===== src/design/orbit_guidance_step_defines.svh =====
// Assertion macros shared by the orbit guidance RTL
`ifndef ORBIT_GUIDANCE_STEP_DEFINES_SVH
`define ORBIT_GUIDANCE_STEP_DEFINES_SVH

// Check that the consequent holds in the same cycle as the antecedent
`define OGS_ASSERT_IMP(lbl, ante, cons) \
    lbl: assert property (@(posedge i_clk) disable iff (!i_rst_n) (ante) |-> (cons)) \
        else $error("orbit guidance assertion failed");

// Check that the consequent holds in the cycle after the antecedent
`define OGS_ASSERT_NXT(lbl, ante, cons) \
    lbl: assert property (@(posedge i_clk) disable iff (!i_rst_n) (ante) |=> (cons)) \
        else $error("orbit guidance assertion failed");

`endif


===== src/design/ogs_pkg.sv =====
// Types, constants and helper functions of the orbit guidance block
`default_nettype none

package ogs_pkg;

    localparam int FRAC_BITS    = 16;
    localparam int CORDIC_STEPS = 16;
    localparam int ATAN_LEN     = 24;
    localparam int STICK_SHIFT  = 30 - FRAC_BITS;
    localparam int QUOT_W       = FRAC_BITS + 1;
    localparam int UNIT_W       = FRAC_BITS + 2;
    localparam int SQRT_STEPS   = 32;
    localparam int CNT_W        = 6;
    localparam int MUL_A_W      = 35;
    localparam int MUL_B_W      = 32;
    localparam int MUL_P_W      = MUL_A_W + MUL_B_W;

    localparam logic [30:0] RST_RMIN   = 31'(64'd5 << FRAC_BITS);
    localparam logic [30:0] RST_RMAX   = 31'(64'd50 << FRAC_BITS);
    localparam logic [30:0] RST_VLIM   = 31'(64'd10 << FRAC_BITS);
    localparam logic [30:0] RST_RFLOOR = 31'(64'd1 << FRAC_BITS);
    localparam logic [30:0] RST_RCEIL  = 31'(64'd20 << FRAC_BITS);
    localparam logic [30:0] RST_VBOUND = 31'(64'd7 << FRAC_BITS);
    localparam logic [30:0] RST_R0     = 31'(64'd1 << FRAC_BITS);
    localparam logic [31:0] RST_V0     = 32'(64'd1 << (FRAC_BITS - 1));

    typedef enum logic [1:0] {
        CMD_ACTIVATE = 2'd0,
        CMD_APPLY    = 2'd1,
        CMD_UPDATE   = 2'd2,
        CMD_SPARE    = 2'd3
    } t_cmd;

    typedef enum logic [2:0] {
        REG_RMIN   = 3'd0,
        REG_RMAX   = 3'd1,
        REG_VLIM   = 3'd2,
        REG_RFLOOR = 3'd3,
        REG_RCEIL  = 3'd4,
        REG_VBOUND = 3'd5,
        REG_R0     = 3'd6,
        REG_V0     = 3'd7
    } t_reg_idx;

    typedef enum logic [4:0] {
        S_IDLE, S_ST_R, S_ST_V, S_ST_A, S_OFFS, S_SQX, S_SQY, S_SQ0, S_SQRT,
        S_DIV_INIT, S_DIV, S_M1, S_M2, S_M3, S_M4, S_M5, S_COR, S_DONE
    } t_state;

    typedef struct packed {
        logic signed [MUL_A_W-1:0] a;
        logic signed [MUL_B_W-1:0] b;
    } t_mul_req;

    // arctan(2^-i) in 1/2^32 turns
    function automatic logic [31:0] atan_turn(input logic [4:0] idx);
        logic [31:0] t;
        unique case (idx)
            5'd0:  t = 32'h20000000;
            5'd1:  t = 32'h12E4051E;
            5'd2:  t = 32'h09FB385B;
            5'd3:  t = 32'h051111D4;
            5'd4:  t = 32'h028B0D43;
            5'd5:  t = 32'h0145D7E1;
            5'd6:  t = 32'h00A2F61E;
            5'd7:  t = 32'h00517C55;
            5'd8:  t = 32'h0028BE53;
            5'd9:  t = 32'h00145F2F;
            5'd10: t = 32'h000A2F98;
            5'd11: t = 32'h000517CC;
            5'd12: t = 32'h00028BE6;
            5'd13: t = 32'h000145F3;
            5'd14: t = 32'h0000A2FA;
            5'd15: t = 32'h0000517D;
            5'd16: t = 32'h000028BE;
            5'd17: t = 32'h0000145F;
            5'd18: t = 32'h00000A30;
            5'd19: t = 32'h00000518;
            5'd20: t = 32'h0000028C;
            5'd21: t = 32'h00000146;
            5'd22: t = 32'h000000A3;
            5'd23: t = 32'h00000051;
            default: t = 32'h0;
        endcase
        return t;
    endfunction

    function automatic logic [31:0] sat32(input logic signed [MUL_P_W-1:0] v);
        logic [31:0] r;
        if (v > $signed(MUL_P_W'(32'h7FFFFFFF))) begin
            r = 32'h7FFFFFFF;
        end else if (v < -$signed(MUL_P_W'(32'h80000000))) begin
            r = 32'h80000000;
        end else begin
            r = v[31:0];
        end
        return r;
    endfunction

endpackage

`default_nettype wire


===== src/design/ogs_mul.sv =====
// Shared signed multiplier with registered product
`default_nettype none

module ogs_mul (
    input  wire logic                                   i_clk,
    input  wire ogs_pkg::t_mul_req                      i_req,
    output logic signed [ogs_pkg::MUL_P_W-1:0]          o_prod
);

    logic signed [ogs_pkg::MUL_P_W-1:0] r_prod;

    always_ff @(posedge i_clk) begin
        r_prod <= i_req.a * i_req.b;
    end

    assign o_prod = r_prod;

endmodule

`default_nettype wire


===== config.mk =====
export PLATFORM = sky130hd
export DESIGN_NAME = ogs_mul
export DESIGN_NICKNAME = d
export VERILOG_FILES = /design/src/design/orbit_guidance_step_defines.svh /design/src/design/ogs_pkg.sv /design/src/design/ogs_mul.sv
export SDC_FILE = /design/constraint.sdc
export NUM_CORES = 2
export LEC_CHECK = 0
export BUFFER_PORTS_ARGS = -buffer_cell sky130_fd_sc_hd__buf_4
export CORE_AREA = 2 2 249 251
export CTS_CLUSTER_SIZE = 25
export DETAILED_ROUTE_END_ITERATION = 8
export DIE_AREA = 0 0 251 253
export GPL_TIMING_DRIVEN = 0
export PLACE_DENSITY = 0.84
export SETUP_SLACK_MARGIN = 0.5
export SKIP_CTS_REPAIR_TIMING = 1
export SLEW_MARGIN = 20
export SYNTH_ARGS = -nofsm -noshare
export SYNTH_HDL_FRONTEND = slang
export SYNTH_SLANG_ARGS = --single-unit

===== constraint.sdc =====
create_clock -name i_clk -period 13 [get_ports i_clk]
set_clock_uncertainty 0.15 [all_clocks]
set_input_delay 3.25 -clock i_clk [delete_from_list [all_inputs] [get_ports i_clk]]
set_output_delay 3.25 -clock i_clk [all_outputs]
set_load 0.02 [all_outputs]

* Word level (Yosys, flattened, before mapping)
Cells that the tools add are included.
Widths: inputs -> output; s select.
** Storage, ports and cells
- Register bits after elaboration :: 67
- Input bits :: 68
** Cells by class
- Multipliers :: 1
** Operators with widths (number)
- $mul 35x32->67 :: 1

* Logic depth before layout (Yosys ltp)
- Depth in word-level cells :: 1
- Depth in mapped cells :: 28
- Mapped depth without buffers :: 26

* Worst setup path after synthesis
OpenSTA, ideal clock, no wires.
- Kind :: input-to-reg
- Start :: input port i_req[66] (netlist bit)
- End :: register r_prod, in the netlist o_prod[66]
- Setup time :: 0.072 ns
- Arrival :: 10.360 ns
- Data required time :: 12.778 ns
- Setup slack :: 2.418 ns
- Stages :: 27
- Path buffers :: 1
- Cell sequence :: clkbuf_1 > nand2_1 > inv_1 > fa_1 > inv_1 > fa_1 > inv_1 > fa_1 > fa_1 > inv_1 > fa_1 > inv_1 > fa_1 > inv_1 > fa_1 > inv_1 > fa_1 > ha_1 > a21o_1 > a21o_1 > a21oi_1 > nor2b_1 > o21ai_1 > nand2b_1 > a221o_1 > a221oi_1 > xnor2_1
** Between the ends
- Cells in the longest elaborated chain, start to end :: 1
** RTL lines
- start, declared :: RTL line ogs_mul.sv:6 : input wire ogs_pkg::t_mul_req i_req,
- $mul 35x32->67 :: RTL line ogs_mul.sv:13 : r_prod <= i_req.a * i_req.b;
- end signal, assigned :: RTL line ogs_mul.sv:13
- end, declared :: RTL line ogs_mul.sv:10 : logic signed [ogs_pkg::MUL_P_W-1:0] r_prod;
No other way between the ends.

* Worst setup path after layout
- Start :: input port i_req[19] (netlist bit)
- End :: register r_prod, in the netlist o_prod[64]
Same word-level chain as after synthesis.

==> impl_metrics.csv <==
group,metric,value,unit
sta,rsz0062_at_grt,"no",
worst_setup_path,crit_type,"in -> reg",
clock_network,cts_tree,"yes",
route,dr.first_iter.drc_count,2986,
synth,synthCells,4241,
sta,finalMaxSlewViolations,0,
placement,hpwl,119800,microns
die,rows,91,
worst_setup_path,crit_required,13.16,ns
die,die_x,251,microns
sta,period_share,94.08,%
die,dieArea,63500,sq um
synth,seq_area_frac_synth,3.324,%
die,io_pins,135,
global_routing,antenna_found_initial,15,
flow_run,cap_violations,0,
route,routed_via_density,6.023,
route,drt_pass1_iterations,7,
global_routing,grt_pass1_vias,33570,
sta,setup_violations,0,
sta,fin_setup_tns,0,ns
clock_network,clkSinkCount,67,
route,wl_per_cell,27.03,microns
final_layout,area_growth,5.606,%
synth,synth_edf_count,0,
outcome,status,"finished clean",
sta,worst_pin_slew,1.369,ns
synth,ys_types,56,
sta,period_needed,12.23,ns
route,finalWirelength,140100,microns
synth,yosysWarnings,0,
clock_network,clk_path_buf_depth,2,
die,initial_utilization,66.12,%
worst_setup_path,path_max_fanout,10,
sta,timing.fmax,81.76,MHz
worst_setup_path,endpoint_kind,"register",
clock_network,clk_pin_slew,0.08,ns
sta,holdWs,3.114,ns
route,vias,31220,
die,die_h,253,microns
clock_network,cts_buffers,9,
final_layout,largest_register_ffs,67,
placement,place_worst_setup_slack,0.7439,ns
placement,io_buffers,124,
synth,synth_ff_type,"dfxtp_1",
synth,synth-async-reset-ratio,0,%
route,ant_nets,0,
sta,maxSlewHeadroom,8.713,%
sta,setup_ws,0.7697,ns
clock_network,cts_root_buf,"clkbuf_16",
worst_setup_path,cp-start-kind,"input pin",
die,core,61030,sq um
worst_hold_path,hp-class,"in -> reg",
clock_network,htree_levels,3,
route,drc,0,
synth,synth.avg_cell_area,9.515,sq um
global_routing,grt_pass1_wl,209600,microns
synth,netlist_area,40350,sq um
final_layout,layout.nets,5807,
global_routing,grt.total_usage,46.47,%
sta,hold_violations,0,
final_layout,layout-drive-gt1-share,3.720,%
synth,ys_ff_latch,67,
worst_setup_path,arrival,12.39,ns
synth,syn-num-nets,5671,
global_routing,grt_max_degree,25,
global_routing,overflow,0,
placement,gp_congestion,1.099,
## synthesized netlist by cell type, types with 4 or more instances
cell         n  area share (%)
a211oi_1     5           0.093
a211oi_2     5            0.16
a21o_1      37            0.69
a21oi_1     59            0.73
and2_1     554             8.6
and3_1       6           0.093
buf_2        4           0.050
clkbuf_1   231             2.1
dfxtp_1     67             3.3
fa_1      1172              58
ha_1       190             5.9
inv_1     1030             9.6
nand2_1    568             5.3
nand2b_1    10            0.16
nand3_1     13            0.16
nand4_1     26            0.40
nor2_1      59            0.55
nor2b_1      8            0.12
nor3_1       7           0.087
nor4_1       4           0.062
o211ai_1     8            0.15
o21a_1      12            0.22
o21ai_0     25            0.31
o21ai_1     11            0.14
o21bai_1     9            0.17
xnor2_1     50             1.1
xor2_1      25            0.54
## worst paths after layout
check    endpoint  startpoint  slack, ns  cells after the start
max    o_prod[64]   i_req[19]       0.77                     23
min     o_prod[0]   i_req[32]       3.11                      2
## routing by layer
layer | track usage [%] | part of all wire, % | up-vias
li1 | - | - | 12360
met1 | 54.84 | 32 | 15790
met2 | 70.93 | 44 | 2285
met3 | 13.63 | 13 | 776
met4 | 38.71 | 11 | 6
met5 | 0 | 0.026 | -
## metrics by stage
| step | cell area [sq um] | utilization (%) | cells |
|---|---|---|---|
| 6_report | 42610 | 69.83 | 5184 |
| 5_1_grt | 42580 | 69.78 | 5172 |
| 4_1_cts | 42570 | 69.76 | 5172 |
| 3_5_place_dp | 42290 | 69.30 | 5156 |
| 3_3_place_gp | 42270 | 69.27 | 5155 |
| 2_1_floorplan | 40350 | - | 4241 |
## cells in the final DEF (no fill, tap or decap), drive strengths merged, types with 4 or more instances in the layout
master	count
nor3	7
xor2	25
xnor2	50
o21ai	38
a21oi	60
a31oi	4
clkbuf	242
a21boi	6
and2	555
ha	190
buf	131
inv	1031
a211oi	10
and3	6
nor4	4
o21a	12
nor2b	8
o21bai	9
dfxtp	67
nand3	13
diode	12
a21o	37
nand2	568
o211ai	8
nand4	26
nor2	59
fa	1172
nand2b	10
## critical path, cell delays in order
cell	delay [ns]
clkbuf_1	0.71
clkbuf_1	0.72
nand2_1	0.16
fa_1	0.50
fa_1	0.56
inv_1	0.06
fa_1	0.50
inv_1	0.06
fa_1	0.52
inv_1	0.06
fa_1	0.41
fa_1	0.43
fa_1	0.78
fa_1	0.49
ha_1	0.28
clkbuf_1	0.33
nand3_1	0.44
a211oi_4	0.69
nand3b_1	0.36
a21oi_2	0.49
nand3_1	0.17
a31oi_1	0.23
xor2_1	0.16
## cells by family (layout without fill, tap and decap cells)
family	count (synthesis)	after routing	share of synthesized area, %
compound gates	205	205	3.473
xor+xnor	75	75	1.628
fa+ha+maj	1362	1362	64.04
buf+inv	1267	1408	11.84
flops	67	67	3.324
other cells	0	12	0
simple gates	1265	1265	15.70
## layout make-up
type | count | area (sq um)
multi-input cells | 2907 | 34250
fillers | 4717 | 18410
inverters | 1030 | 3866
flip-flops and latches | 67 | 1341
well taps | 790 | 988.4
repair buffers | 125 | 950.9
plain buffers | 237 | 912.1
clock buffers | 11 | 242.7
clock inverters | 5 | 37.54
diodes | 12 | 30.03
Power is left out: the tool's default activity adds up to more than one toggle a clock period on the data nets, which glitch-free logic cannot reach.
